===== src/design/yppc_pkg.sv =====
`timescale 1ns / 1ps
// ----------------------------------------------------------------------------
// Yaw PID controller package
// Widths, limits, register indexes and direction codes shared by the design.
// ----------------------------------------------------------------------------
package yppc_pkg;

    localparam int ANGLE_W  = 16;               // Q10.6 angle
    localparam int ERR_W    = ANGLE_W + 1;      // difference of two angles
    localparam int SUM_W    = 32;               // saturating integral
    localparam int GAIN_W   = 16;               // Q8.8 gains
    localparam int ACC_W    = 50;               // sum of the three products
    localparam int CNT_W    = $clog2(GAIN_W);
    localparam int PWM_W    = 8;
    localparam int BAND_W   = 15;
    localparam int DIR_W    = 2;
    localparam int CFG_W    = 16;
    localparam int CFG_IDX_W = 3;

    // Clamp limit of the PID sum: 120 degrees in Q.14.
    localparam int OUT_LIMIT_DEG = 120;
    localparam int LIMIT_FRAC    = 14;
    localparam logic [ACC_W-1:0] ACC_LIMIT =
        ACC_W'(OUT_LIMIT_DEG * (2 ** LIMIT_FRAC));
    localparam int MAG_W = $clog2(OUT_LIMIT_DEG * (2 ** LIMIT_FRAC) + 1);

    // pwm = |clamped| * 17 / 2^17, which is |clamped| * 2.125 / 2^14.
    localparam int SCALE_SHIFT = 17;
    localparam int SCALE_W     = MAG_W + 5;

    localparam logic [PWM_W-1:0] FULL_PWM    = 8'd255;
    localparam logic [PWM_W-1:0] MIN_PWM_RST = 8'd120;
    localparam logic [GAIN_W-1:0] KP_RST     = 16'd256;
    localparam logic [BAND_W-1:0] BAND_RST   = 15'd320;

    typedef enum logic [DIR_W-1:0] {
        DIR_ACW = 2'd0,
        DIR_CW  = 2'd1,
        DIR_FWD = 2'd2
    } t_dir;

    typedef enum logic [CFG_IDX_W-1:0] {
        CFG_TARGET  = 3'd0,
        CFG_KP      = 3'd1,
        CFG_KI_DT   = 3'd2,
        CFG_KD_DT   = 3'd3,
        CFG_MIN_PWM = 3'd4,
        CFG_BAND    = 3'd5
    } t_cfg_idx;

endpackage


===== src/design/yppc_shape.sv =====
`timescale 1ns / 1ps
// ----------------------------------------------------------------------------
// PID output shaper
// Clamps the PID sum, scales its magnitude to pwm and applies the floor.
// ----------------------------------------------------------------------------
module yppc_shape import yppc_pkg::*; (
    input  logic              i_clk,
    input  logic              i_rst_n,
    input  logic              i_start,
    input  logic [ACC_W-1:0]  i_acc,
    input  logic [PWM_W-1:0]  i_min_pwm,
    output logic              o_done,
    output logic              o_neg,
    output logic [PWM_W-1:0]  o_pwm
);

    logic [MAG_W-1:0]   r_mag;
    logic               r_neg;
    logic               r_done;

    logic [ACC_W-1:0]   neg_acc;
    logic [MAG_W-1:0]   n_mag;
    logic [SCALE_W-1:0] scaled;
    logic [PWM_W-1:0]   mag_pwm;

    always_comb begin
        neg_acc = -i_acc;
        if ($signed(i_acc) > $signed(ACC_LIMIT)) begin
            n_mag = ACC_LIMIT[MAG_W-1:0];
        end else if ($signed(i_acc) < -$signed(ACC_LIMIT)) begin
            n_mag = ACC_LIMIT[MAG_W-1:0];
        end else if (i_acc[ACC_W-1]) begin
            n_mag = neg_acc[MAG_W-1:0];
        end else begin
            n_mag = i_acc[MAG_W-1:0];
        end
    end

    // Multiply by 17 as a shift and add; the clamp keeps the result within 255.
    assign scaled  = {r_mag, 4'b0000} + SCALE_W'(r_mag);
    assign mag_pwm = scaled[SCALE_SHIFT +: PWM_W];
    assign o_pwm   = (mag_pwm < i_min_pwm) ? i_min_pwm : mag_pwm;
    assign o_neg   = r_neg;
    assign o_done  = r_done;

    always_ff @(posedge i_clk) begin
        if (!i_rst_n) begin
            r_done <= 1'b0;
        end else begin
            r_done <= i_start;
            if (i_start) begin
                r_mag <= n_mag;
                r_neg <= i_acc[ACC_W-1];
            end
        end
    end

endmodule


===== config.mk =====
export PLATFORM = sky130hd
export DESIGN_NAME = yppc_shape
export DESIGN_NICKNAME = d
export VERILOG_FILES = /design/src/design/yppc_pkg.sv /design/src/design/yppc_shape.sv
export SDC_FILE = /design/constraint.sdc
export NUM_CORES = 1
export LEC_CHECK = 0
export ABC_AREA = 0
export BUFFER_PORTS_ARGS = -buffer_cell sky130_fd_sc_hd__buf_2
export CAP_MARGIN = 20
export CORE_ASPECT_RATIO = 0.5
export CORE_MARGIN = 2
export CORE_UTILIZATION = 52
export CTS_CLUSTER_DIAMETER = 150
export DETAILED_ROUTE_END_ITERATION = 6
export GPL_TIMING_DRIVEN = 0
export PLACE_DENSITY = 0.81
export SYNTH_ARGS = -nofsm -noshare
export SYNTH_HDL_FRONTEND = slang
export SYNTH_SLANG_ARGS = --single-unit

===== constraint.sdc =====
create_clock -name i_clk -period 5.57 [get_ports i_clk]
set_input_delay 1.114 -clock i_clk [delete_from_list [all_inputs] [get_ports i_clk]]
set_output_delay 1.114 -clock i_clk [all_outputs]
set_load 0.02 [all_outputs]

Word level (Yosys, flattened, before mapping)

Index checks and enable logic that the tools add are counted.

Flip-flop bits (word level): 23
Output and inout bits: 10
Word-level logic and storage cells: 12

$add $sub $neg: 2
Magnitude comparators: 3
Multiplexer cells: 2
Reduce and logical (&&, ||, !) cells: 2

Operator list:

| operator               | number |
|---|---|
| $gt A50 B22 Y1 const B | 1 |
| $lt A50 B22 Y1 const B | 1 |
| $add A25 B21 Y25       | 1 |
| $mux W21               | 1 |
| $neg A21 Y21           | 1 |
| $lt A8 B8 Y1           | 1 |
| $mux W8                | 1 |
| $reduce_and A2 Y1      | 1 |
| $reduce_or A2 Y1       | 1 |

Longest topological paths before layout

Depth in word-level cells: 3
Mapped depth: 16
Mapped depth without buffers: 14

Worst setup path before layout

No wires, ideal clock.

Path kind: register to output
Start: register r_mag[10]
End: output o_pwm[5]
Arrival time: 4,171 ps
Data required time: 4,456 ps
Path slack: 285 ps
Cell stages (with the launch flop): 17
Cell sequence: edfxtp_1 ha_1 a21o_1 a21o_1 a2111oi_2 a21oi_2 a311oi_1 nor2_1 ha_1 nand4_1 o21bai_1 a21oi_1 and4_4 buf_6 or3_1 buf_6 o41ai_1

Cells in the longest elaborated chain, start to end: 3

Ends and longest elaborated chain:

| what                     | line             | RTL |
|---|---|---|
| start: declaration       | yppc_shape.sv:17 | `logic [MAG_W-1:0] r_mag;` |
| start signal: assignment | yppc_shape.sv:52 | `r_mag <= n_mag;` |
| $add A25 B21 Y25 (*)     | yppc_shape.sv:40 | `assign scaled = {r_mag, 4'b0000} + SCALE_W'(r_mag);` |
| $lt A8 B8 Y1             | yppc_shape.sv:42 | `assign o_pwm = (mag_pwm < i_min_pwm) ? i_min_pwm : mag_pwm;` |
| $mux W8 (*)              | yppc_shape.sv:42 |  |
| end: declaration         | yppc_shape.sv:14 | `output logic [PWM_W-1:0] o_pwm` |

Every way passes the cells marked *; elsewhere a longest branch is shown, timed or not.

Final worst setup path

Start: register r_mag[10]
End: output o_pwm[2]

Same word-level chain as after synthesis.

==> impl_metrics.tcl <==
set metrics [dict create \
    outcome "complete, no violations" \
    required_ps 4460 \
    design.portCount 71 \
    hold_path_class "in2reg" \
    worst_ir_drop_vdd_uv 98.78 \
    numCtsBuffers 3 \
    global_route_wire_length_before_repair_mm 9.156 \
    fp-row-count 17 \
    grtUsageMet3_pct 2.873 \
    cts_htree_levels 1 \
    postRouteWirelength_mm 5.745 \
    synth_top_area_share_pct 28.70 \
    chipWidth_um 98.10 \
    post_synth_inst_count 248 \
    post_synthesis_cell_area_um2 2302 \
    dpl-instance-area_um2 2724 \
    final-hold-violation-count 0 \
    insertedDiodeCount 0 \
    cts_hold_buffers 0 \
    routed-via-count 2248 \
    hold_path.startpoint "i_start" \
    fin_worst_hold_slack_ps 1074 \
    drc_errors 0 \
    synth-main-ff-cell "edfxtp_1" \
    avgRoutedWirePerCell_um 14.88 \
    report.final.slew_viol_count 0 \
    grt_most_used_layer "met2" \
    final_net_count 415 \
    worstPathArrival_ps 4400 \
    clkSinkCount 23 \
    buffer_cell_driving_the_clock_tree_root "clkbuf_8" \
    leakagePower_nw 1.225 \
    syn-num-nets 333 \
    area.growth.synth_to_final_pct 27.77 \
    setup_viol 0 \
    place.gp.congestion 0.7962 \
    maxSlewHeadroom_pct 40.04 \
    die_area_um2 5008 \
    globalRouteMet1Util_pct 28.35 \
    synth_top_area_cell "edfxtp_1" \
    worst_pin_slew_ps 899.5 \
    startpoint_type "flop" \
    antenna_violating_nets_post_route 0 \
    synth.yosys.warnings 0 \
    setup.worst_path.end_class "output port" \
    grt.overflow.total 0 \
    cell_area_power_density_nw_per_um2 177.2 \
    fp.dieH_um 51.05 \
    synth_edf_count 22 \
    holdPathStages 2 \
    worstSetupPathType "reg2out" \
    post_route_cells_drive_above_1_share_pct 32.22 \
    place.port_buffers 70 \
    drt-pass1-iter-count 4 \
    start_util_pct 53.32 \
    grt_max_degree 23 \
    postSynth.asyncResetShare_pct 0 \
    synth.avg_cell_area_um2 9.283 \
    ys_types 51 \
    period_share_pct 98.94 \
    ys_seq_area_share_pct 29.57 \
    cts.reportedPaths.clkPinSlew_ps 80 \
    antenna_found_initial 0 \
    clock_path_buffers 2 \
    iteration_0_drc_markers 48 \
    yosys-top-cells-count "nor2_1 (26), ha_1 (24), edfxtp_1 (22)" \
    crit_path_max_fanout 8 \
    grt_pass1_vias 2158 \
    post-synth-top-count-cell "nor2_1" \
    synth_top_cells_by_area "edfxtp_1 (29%), ha_1 (13%), xor2_1 (6.8%), o31ai_1 (5.2%), nor2_1 (4.2%)" \
    dp_hpwl_mm 4.470 \
    fin_area_um2 2942 \
    total_core_area_um2 4318 \
    final_util_pct 68.13 \
    tns_ps 0 \
    global_route.usage.met2_pct 39.38 \
    tritoncts "built" \
    groute.usage.overall_pct 22.02 \
    finalCriticalPeriod_ps 5511 \
    final.fill_count 345 \
    hold_path_sink "o_done$_SDFF_PN0_" \
    postSynthRegisterBits 23 \
    via_per_inst 5.824 \
    max_clock_freq_mhz 181.5 \
    maxCapViolCount 0 \
]
sequential cells by signal, summed over array words and instances (netlist names):
name    flops
r_mag      21
o_done      1
o_neg       1
cells by family (layout without fill, tap and decap cells):
kind of cell    count (synthesis)  count (layout)  synth area share (%)
simple gates                  100             100                 23.10
buf+inv                        18              99                 3.587
xor+xnor                       20              20                 7.609
mux                             2               2                 1.087
flops                          23              23                 29.57
compound gates                 61              61                 22.01
fa+ha+maj                      24              24                 13.04
layout by cell type (no fill, tap or decap), types with 3 or more instances in the layout:
master and n:
o31ai_1 16, nor3_1 7, nand3_1 5, nand4_1 11
nor4_1 10, buf_2 69, clkbuf_8 3, o21a_1 3
nor2_1 25, o21ai_0 6, nand2_1 12, inv_1 12
a21oi_1 7, ha_1 22, o41ai_1 4, xor2_1 18
a21o_1 5, nand2b_1 5, clkbuf_1 4, edfxtp_1 22
buf_4 8, and2_1 4, and3_1 3
worst max-delay path, stage by stage (launching register included):
cell       delay (ps)
edfxtp_1          480
ha_4              260
a21o_1            150
a21o_1            210
a2111oi_4         470
a21oi_4           170
a311oi_2          340
nor2_1             90
ha_1              300
nand4_1           110
o21bai_1          200
a21oi_1            70
and4_4            180
buf_6             130
or3_4             400
o41ai_4           360
buf_4             200
what timing repair did:
action                                  CTS  global route
resized for setup                         8            10
pin swaps                                 2            12
buffers inserted                          0             8
endpoints found under the setup margin    8             8
worst max path at each step:
stage                             from        to  slack [ps]  cells after the start
2_1_floorplan  r_mag[10]$_SDFFCE_PP0P_  o_pwm[5]         290                     16
3_3_place_gp   r_mag[10]$_SDFFCE_PP0P_  o_pwm[0]         160                     16
3_5_place_dp   r_mag[10]$_SDFFCE_PP0P_  o_pwm[0]          30                     16
4_1_cts        r_mag[10]$_SDFFCE_PP0P_  o_pwm[2]          50                     17
5_1_grt        r_mag[10]$_SDFFCE_PP0P_  o_pwm[2]        -100                     16
6_report       r_mag[10]$_SDFFCE_PP0P_  o_pwm[2]          60                     16
per-layer routing:
metal / vias up / share of wire [%]
li1: 1134 / -
met1: 1022 / 45
met2: 78 / 48
met3: 14 / 5.4
met4: 0 / 2.2
met5: - / 0
metrics by stage:
step / setup slack, ps / cells / power, mW
floorplan: 285.1 / 248 / 0.3333
global placement: 163.3 / 375 / 0.3906
detailed placement: 25.57 / 375 / 0.4005
CTS: 45.90 / 379 / 0.5026
global route: -95.62 / 386 / 0.5505
finish: 59.19 / 386 / 0.5213
layout make-up:
cell class	instances	area [µm²]	area share, %
plain buffers	5	26.28	0.8932
clock buffers	3	41.29	1.404
clock inverters	1	5.005	0.1701
inverters	12	45.04	1.531
multi-input cells	207	1655	56.27
flip-flops and latches	23	680.7	23.14
well taps	57	71.32	2.425
repair buffers	78	416.7	14.16
report_power, final:
part / internal, mW / total (mW) / switching (mW)
Sequential: 0.198 / 0.206 / 0.00770
Clock: 0.0497 / 0.0971 / 0.0474
Combinational: 0.0955 / 0.219 / 0.123
Total: 0.343 / 0.521 / 0.178
(Power assumes the default switching activity.)
