### src/design/yppc_pkg.sv
`timescale 1ns / 1ps
// ----------------------------------------------------------------------------
// Yaw PID controller package
// Widths, limits, register indexes and direction codes shared by the design.
// ----------------------------------------------------------------------------
package yppc_pkg;

    localparam int ANGLE_W  = 16;               // Q10.6 angle
    localparam int ERR_W    = ANGLE_W + 1;      // difference of two angles
    localparam int SUM_W    = 32;               // saturating integral
    localparam int GAIN_W   = 16;               // Q8.8 gains
    localparam int ACC_W    = 50;               // sum of the three products
    localparam int CNT_W    = $clog2(GAIN_W);
    localparam int PWM_W    = 8;
    localparam int BAND_W   = 15;
    localparam int DIR_W    = 2;
    localparam int CFG_W    = 16;
    localparam int CFG_IDX_W = 3;

    // Clamp limit of the PID sum: 120 degrees in Q.14.
    localparam int OUT_LIMIT_DEG = 120;
    localparam int LIMIT_FRAC    = 14;
    localparam logic [ACC_W-1:0] ACC_LIMIT =
        ACC_W'(OUT_LIMIT_DEG * (2 ** LIMIT_FRAC));
    localparam int MAG_W = $clog2(OUT_LIMIT_DEG * (2 ** LIMIT_FRAC) + 1);

    // pwm = |clamped| * 17 / 2^17, which is |clamped| * 2.125 / 2^14.
    localparam int SCALE_SHIFT = 17;
    localparam int SCALE_W     = MAG_W + 5;

    localparam logic [PWM_W-1:0] FULL_PWM    = 8'd255;
    localparam logic [PWM_W-1:0] MIN_PWM_RST = 8'd120;
    localparam logic [GAIN_W-1:0] KP_RST     = 16'd256;
    localparam logic [BAND_W-1:0] BAND_RST   = 15'd320;

    typedef enum logic [DIR_W-1:0] {
        DIR_ACW = 2'd0,
        DIR_CW  = 2'd1,
        DIR_FWD = 2'd2
    } t_dir;

    typedef enum logic [CFG_IDX_W-1:0] {
        CFG_TARGET  = 3'd0,
        CFG_KP      = 3'd1,
        CFG_KI_DT   = 3'd2,
        CFG_KD_DT   = 3'd3,
        CFG_MIN_PWM = 3'd4,
        CFG_BAND    = 3'd5
    } t_cfg_idx;

endpackage

### src/design/yppc_mac.sv
`timescale 1ns / 1ps
// ----------------------------------------------------------------------------
// Bit-serial PID multiply-accumulate
// Forms kp*err + ki*sum + kd*delta, one gain bit per cycle, MSB first.
// ----------------------------------------------------------------------------
module yppc_mac import yppc_pkg::*; (
    input  logic                     i_clk,
    input  logic                     i_rst_n,
    input  logic                     i_start,
    input  logic [GAIN_W-1:0]        i_kp,
    input  logic [GAIN_W-1:0]        i_ki,
    input  logic [GAIN_W-1:0]        i_kd,
    input  logic signed [ERR_W-1:0]  i_err,
    input  logic signed [SUM_W-1:0]  i_sum,
    input  logic signed [ERR_W-1:0]  i_delta,
    output logic                     o_done,
    output logic [ACC_W-1:0]         o_acc
);

    logic [GAIN_W-1:0] r_kp, r_ki, r_kd;
    logic [ERR_W-1:0]  r_err, r_delta;
    logic [SUM_W-1:0]  r_sum;
    logic [ACC_W-1:0]  r_acc;
    logic [CNT_W-1:0]  r_cnt;
    logic              r_busy;
    logic              r_done;

    logic [ACC_W-1:0] err_x, sum_x, delta_x;
    logic [ACC_W-1:0] n_acc;

    always_comb begin
        err_x   = r_kp[GAIN_W-1] ? {{(ACC_W-ERR_W){r_err[ERR_W-1]}}, r_err} : '0;
        sum_x   = r_ki[GAIN_W-1] ? {{(ACC_W-SUM_W){r_sum[SUM_W-1]}}, r_sum} : '0;
        delta_x = r_kd[GAIN_W-1] ?
                  {{(ACC_W-ERR_W){r_delta[ERR_W-1]}}, r_delta} : '0;
        n_acc   = {r_acc[ACC_W-2:0], 1'b0} + err_x + sum_x + delta_x;
    end

    always_ff @(posedge i_clk) begin
        if (!i_rst_n) begin
            r_busy <= 1'b0;
            r_done <= 1'b0;
            r_cnt  <= '0;
        end else begin
            r_done <= 1'b0;
            if (i_start) begin
                r_kp    <= i_kp;
                r_ki    <= i_ki;
                r_kd    <= i_kd;
                r_err   <= i_err;
                r_sum   <= i_sum;
                r_delta <= i_delta;
                r_acc   <= '0;
                r_cnt   <= '0;
                r_busy  <= 1'b1;
            end else if (r_busy) begin
                r_acc <= n_acc;
                r_kp  <= {r_kp[GAIN_W-2:0], 1'b0};
                r_ki  <= {r_ki[GAIN_W-2:0], 1'b0};
                r_kd  <= {r_kd[GAIN_W-2:0], 1'b0};
                r_cnt <= r_cnt + 1'b1;
                if (r_cnt == CNT_W'(GAIN_W - 1)) begin
                    r_busy <= 1'b0;
                    r_done <= 1'b1;
                end
            end
        end
    end

    assign o_done = r_done;
    assign o_acc  = r_acc;

endmodule

### config.mk
export PLATFORM = sky130hd
export DESIGN_NAME = yppc_mac
export DESIGN_NICKNAME = d
export VERILOG_FILES = /design/src/design/yppc_pkg.sv /design/src/design/yppc_mac.sv
export SDC_FILE = /design/constraint.sdc
export NUM_CORES = 1
export LEC_CHECK = 0
export BUFFER_PORTS_ARGS = -buffer_cell sky130_fd_sc_hd__buf_2
export CAP_MARGIN = 20
export CORE_MARGIN = 2
export CORE_UTILIZATION = 50
export CTS_BUF_LIST = sky130_fd_sc_hd__clkbuf_8
export DETAILED_ROUTE_END_ITERATION = 6
export HOLD_SLACK_MARGIN = 0.05
export PLACE_DENSITY = 0.85
export SLEW_MARGIN = 15
export SYNTH_ARGS = -nofsm -noshare
export SYNTH_HDL_FRONTEND = slang
export SYNTH_SLANG_ARGS = --single-unit
export TNS_END_PERCENT = 100
### constraint.sdc
create_clock -name i_clk -period 4.8 [get_ports i_clk]
set_input_delay 1.44 -clock i_clk [delete_from_list [all_inputs] [get_ports i_clk]]
set_output_delay 1.44 -clock i_clk [all_outputs]
set_load 0.05 [all_outputs]
---- After elaboration in Yosys (flattened, before gate mapping) ----
Index checks and enable logic that the tools add are counted.
storage, ports and cells
  input port bits ......................... 117
  word-level logic and storage cells ...... 36
  bits in registers ....................... 170
  output and inout port bits .............. 51
operators by class
  add/subtract/negate cells ............... 4
  mux-type cells .......................... 14
  equal/unequal tests ..................... 1
  bitwise logic cells ..................... 2
  reductions and logical operators ........ 5
operators by type and width
  operator             count
  $mux 50              4
  $add 50x50->50       3
  $mux 16              6
  $add 4x1->4 const B  1
  $eq 4x4->1 const B   1
  $mux 1               4
  $reduce_and 2->1     2
  $reduce_or 3->1      1
  $not 1->1            2
  $reduce_bool 2->1    1
  $reduce_or 2->1      1

---- Longest topological paths before layout ----
  word-level depth ........................ 5
  depth in mapped cells ................... 19

---- Worst setup path before layout ----
Ideal clock, no wire load.
  kind .................................... reg2reg
  start ................................... register r_kp[15]
  end ..................................... register r_acc[47] (netlist: o_acc[47]), data pin
  path slack .............................. 337 ps
  library setup time ...................... 260 ps
  stages on the path, launching flop included .. 20
  arrival time ............................ 4203 ps
  data required time ...................... 4540 ps
  period minus slack after synthesis ...... 4463 ps
  path through ............................ edfxtp_1 clkbuf_1 nand2_1 clkbuf_1 xnor2_1 ha_1 inv_1 fa_1 inv_1 ha_1 buf_4 a21o_1 a31oi_1 o221a_2 a31oi_1 nand3_1 o211ai_2 nand3_2 a31o_2 mux2_4
on the way
  longest elaborated chain between the ends .. 5
RTL lines
  what                          RTL line        text
  start: declaration            yppc_mac.sv:20  logic [GAIN_W-1:0] r_kp, r_ki, r_kd;
  start signal: assignment      yppc_mac.sv:47  r_kp <= i_kp;
  start signal: assignment      yppc_mac.sv:58  r_kp <= {r_kp[GAIN_W-2:0], 1'b0};
  $mux 50                       yppc_mac.sv:32  err_x = r_kp[GAIN_W-1] ? {{(ACC_W-ERR_W){r_err[ERR_W-1]}}, r_err} : '0;
  $add 50x50->50 (3 in series)  yppc_mac.sv:36  n_acc = {r_acc[ACC_W-2:0], 1'b0} + err_x + sum_x + delta_x;
  $mux 50                       yppc_mac.sv:56  end else if (r_busy) begin
  end signal: assignment        yppc_mac.sv:57  r_acc <= n_acc;
  end: declaration              yppc_mac.sv:23  logic [ACC_W-1:0] r_acc;
No other way between the ends. The select of a mux whose other input is x is not followed.
A chain may end at the register's enable or synchronous reset.

---- Worst setup path after layout ----
  start ................................... register r_ki[15]
  end ..................................... register r_acc[41] (netlist: o_acc[41]), data pin
on the way
  longest elaborated chain between the ends .. 4
RTL lines
  what                          RTL line        text
  start: declaration            yppc_mac.sv:20
  start signal: assignment      yppc_mac.sv:48  r_ki <= i_ki;
  start signal: assignment      yppc_mac.sv:59  r_ki <= {r_ki[GAIN_W-2:0], 1'b0};
  $mux 50                       yppc_mac.sv:33  sum_x = r_ki[GAIN_W-1] ? {{(ACC_W-SUM_W){r_sum[SUM_W-1]}}, r_sum} : '0;
  $add 50x50->50 (2 in series)  yppc_mac.sv:36
  $mux 50                       yppc_mac.sv:56
No other way between the ends. The select of a mux whose other input is x is not followed.

==> metrics.md <==
| Metric | Value |
|---|---|
| Area of the mapped netlist | 11700 um2 |
| CP Capture Point | o_acc[41] |
| Max Root-Sink Buffers | 2 |
| Vias in the first global route | 8612 |
| Initial DRT Pass Iterations | 5 |
| Post-layout min period | 4.53 ns |
| Nets@finish | 1498 |
| CTS Hold Buffers Added | 0 |
| Gr usage total | 21.8% |
| Die Ht | 157 um |
| Slew @ Worst Pin | 0.856 ns |
| Vias/cell | 5.31 |
| WP data required | 5.10 ns |
| Commonest non-fill, non-tap cell in the layout | buf_2 |
| TNS Setup | 0 ns |
| Average wire per standard cell | 16.4 um |
| # setup viols final | 0 |
| Worst-Skew Late Latency | 0.48 ns |
| Initial Util | 50.5% |
| FF-to-FF path depth | 16 |
| Dpl hpwl | 19200 um |
| Synth unique cells | 61 |
| Register share of total power | 25.7% |
| Area of the core | 23300 um2 |
| Crit path buffers/inverters | 4 |
| Ys async rst share | 0% |
| Root cell of the clock tree | clkbuf_8 |
| Crit Path Max Fanout | 23 |
| CTS resizes | 0 |
| IO buf count | 167 |
| R2r setup slk | 0.27 ns |
| Post-CTS Repair Setup Buffers | 0 |
| Pwr Density | 618 nW/um2 |
| Worst setup startpoint | r_ki[15] |
| CTS tree | built |
| Sw Pwr | 3.99 mW |
| Worst Setup Start Kind | flop |
| CTS buffer count | 17 |
| Critical R2R Capture | o_acc[41] |
| Final Skew | 0.0285 ns |
| Synthesized instance count | 1077 |
| Synth Register Bits | 170 |
| Reg2reg start | r_ki[15] |
| Mean Syn Cell Area | 10.9 um2 |
| Max-slew headroom | 42.9% |
| Initial antenna violation count | 2 |
| Fin util | 57.3% |
| GP Congestion | 0.914 |
| Register area share after synthesis | 43.0% |
| Die area | 24700 um2 |
| GRT overflow | 0 |
| Final worst-path cycle share | 94.4% |
| Routed WL | 25600 um |
| Slowest CP cell | fa_1 |
| Slowest stage delay, CP | 0.55 ns |
| Synth Net Count | 1340 |
| Max Freq | 221 MHz |
| Combinational Power Share | 62.1% |
| Critical path cell sequence | buf_4, nand2_1, fa_1, fa_1, inv_1, ha_1, inv_1, nor3_1, a21boi_1, o2111a_1, o211ai_1, buf_4, a211oi_2, o211ai_1, a21o_1, a21oi_1 |
| DRT iter0 DRCs | 605 |
| # H-tree levels | 4 |
| Lkg Pwr | 6.03 nW |
| Synth-to-layout area growth | 13.6% |
| Predominant post-synthesis flop cell | edfxtp_1 |
| Internal Power | 4.26 mW |
| Warnings, synthesis | 0 |
| Clock-pin slew on the worst setup and hold paths | 0.12 ns |
| Layout fillers | 2083 |
| Commonest non-fill, non-tap cells in the layout | 166 x buf_2, 164 x edfxtp_1, 146 x inv_1 |
| EDFF count, synth | 164 |
| Vias | 8319 |
| Crit path DAT | 4.83 ns |
| Crit. End Element | flop |
| Final number of max-transition violations | 0 |
| Max_cap viols | 0 |
| Outcome | completed |
| Cell count along the critical path | 16 |
| Share of layout cells above drive strength 1 | 22.1% |
| First-pass GRT wire length | 42100 um |
| Die width | 157 um |
| CTS sink cnt | 170 |
| # rows | 56 |
| Hold Vio Cnt, Final | 0 |
| Largest net degree at the start of global routing | 68 |
| ANT nets after route | 0 |
| Crit-path leading delay family | compound AO/OA/AOI/OAI gates |
| I/O pin total | 168 |
| Clock share of power | 12.2% |
| VDD IR max | 0.259 mV |
| Critical path type | flop to flop |
| DR DRC count | 0 |
| Net Sw Frac | 48.4% |
| RSZ-0062 raised after global routing | no |
| Hold crit path type | flop to flop |
==> through the flow <==
| stage | worst slack, ns | power (mW) | cell area [um2] | hold WS, ns | instances |
|---|---|---|---|---|---|
| 2_1_floorplan | 0.337 | 6.10 | 11700 | 0.450 | 1077 |
| 3_3_place_gp | 0.388 | 7.07 | 12900 | 0.485 | 1535 |
| 3_5_place_dp | 0.292 | 7.19 | 12900 | 0.491 | 1535 |
| 4_1_cts | 0.262 | 8.23 | 13300 | 0.518 | 1567 |
| 5_1_grt | 0.0139 | 8.95 | 13300 | 0.523 | 1567 |
| 6_report | 0.271 | 8.24 | 13300 | 0.521 | 1568 |
==> worst min path at each step <==
stage / from / endpoint / slack, ns / cells past startpoint
finish: r_cnt[3] / o_done / 0.52 / 2
global placement: r_cnt[3] / o_done / 0.48 / 2
floorplan: r_cnt[3] / o_done / 0.45 / 2
global route: r_cnt[3] / o_done / 0.52 / 2
CTS: r_cnt[3] / o_done / 0.52 / 2
detailed placement: r_cnt[3] / o_done / 0.49 / 2
==> cell type report <==
type | instances | area [um2] | area share [%]
sequential | 170 | 5040 | 37.8
multi-input combinational | 720 | 5980 | 44.9
clock inverter | 15 | 150 | 1.13
tap | 319 | 399 | 2.99
inverter | 146 | 548 | 4.11
timing repair buffer | 180 | 973 | 7.30
clock buffer | 17 | 234 | 1.75
antenna | 1 | 2.50 | 0.0188
==> worst reg2reg max path, stage by stage (launching register included) <==
cell,delay (ns)
edfxtp_1,0.45
buf_4,0.31
nand2_1,0.11
fa_1,0.49
fa_1,0.55
inv_1,0.05
ha_1,0.34
inv_1,0.11
nor3_1,0.26
a21boi_1,0.25
o2111a_1,0.26
o211ai_1,0.15
buf_4,0.18
a211oi_2,0.30
o211ai_1,0.15
a21o_1,0.21
a21oi_1,0.20
==> cell usage after synthesis, types with 3 or more instances <==
library cell	count	area [um2]
edfxtp_1	164	4920
inv_1	146	548
a21oi_1	86	430
nand2_1	84	315
ha_1	81	1010
nor2_1	70	263
fa_1	65	1300
xnor2_1	59	517
mux2_2	45	507
a21o_1	38	285
and2_1	31	194
clkbuf_1	28	105
o21ai_0	22	110
xor2_1	18	158
nand4_1	15	93.8
nor3_1	13	65.1
buf_2	10	50.1
nand3_1	10	50.1
a31oi_1	9	56.3
nor2b_1	7	43.8
and3_1	6	37.5
dfxtp_1	6	120
nand2b_1	5	31.3
o21bai_1	5	37.5
o211ai_1	4	30.0
o21a_1	4	30.0
nor3b_1	3	22.5
or3_1	3	18.8
==> routing by layer <==
layer  global-route usage (%)  routed length (um)  vias up
met5                        0                  13        -
met4                     8.57                 796        2
met3                     4.93                1520       52
met2                     35.4               12100      280
met1                     28.4               11200     3983
li1                         -                   -     4002
==> state kept, by name, indices dropped and copies added (netlist names) <==
name and flops:
r_kp 16, r_ki 16, o_done 1, o_acc 50, r_err 17, r_cnt 4, r_delta 17, r_sum 32
r_kd 16, r_busy 1
==> power by group through the flow <==
stage / clock network (mW) / logic (mW) / registers, mW
after global placement: 0 / 4.92 / 2.15
after CTS: 1.03 / 5.07 / 2.12
after floorplan: 0 / 3.50 / 2.61
after global routing: 1.09 / 5.72 / 2.15
final: 1.01 / 5.11 / 2.12
after detailed placement: 0 / 5.03 / 2.15
==> logic make-up after synthesis <==
| kind of cell | Yosys count | synth area share, % |
|---|---|---|
| AO/OA/AOI/OAI | 195 | 10.6 |
| XOR/XNOR | 77 | 5.75 |
| adder cells (fa/ha/maj) | 146 | 19.7 |
| buffers and inverters | 187 | 6.19 |
| flip-flops | 170 | 43.0 |
| multiplexers | 47 | 4.53 |
| AND/OR/NAND/NOR | 255 | 10.2 |
No activity file was read; power rests on OpenSTA's default activity.
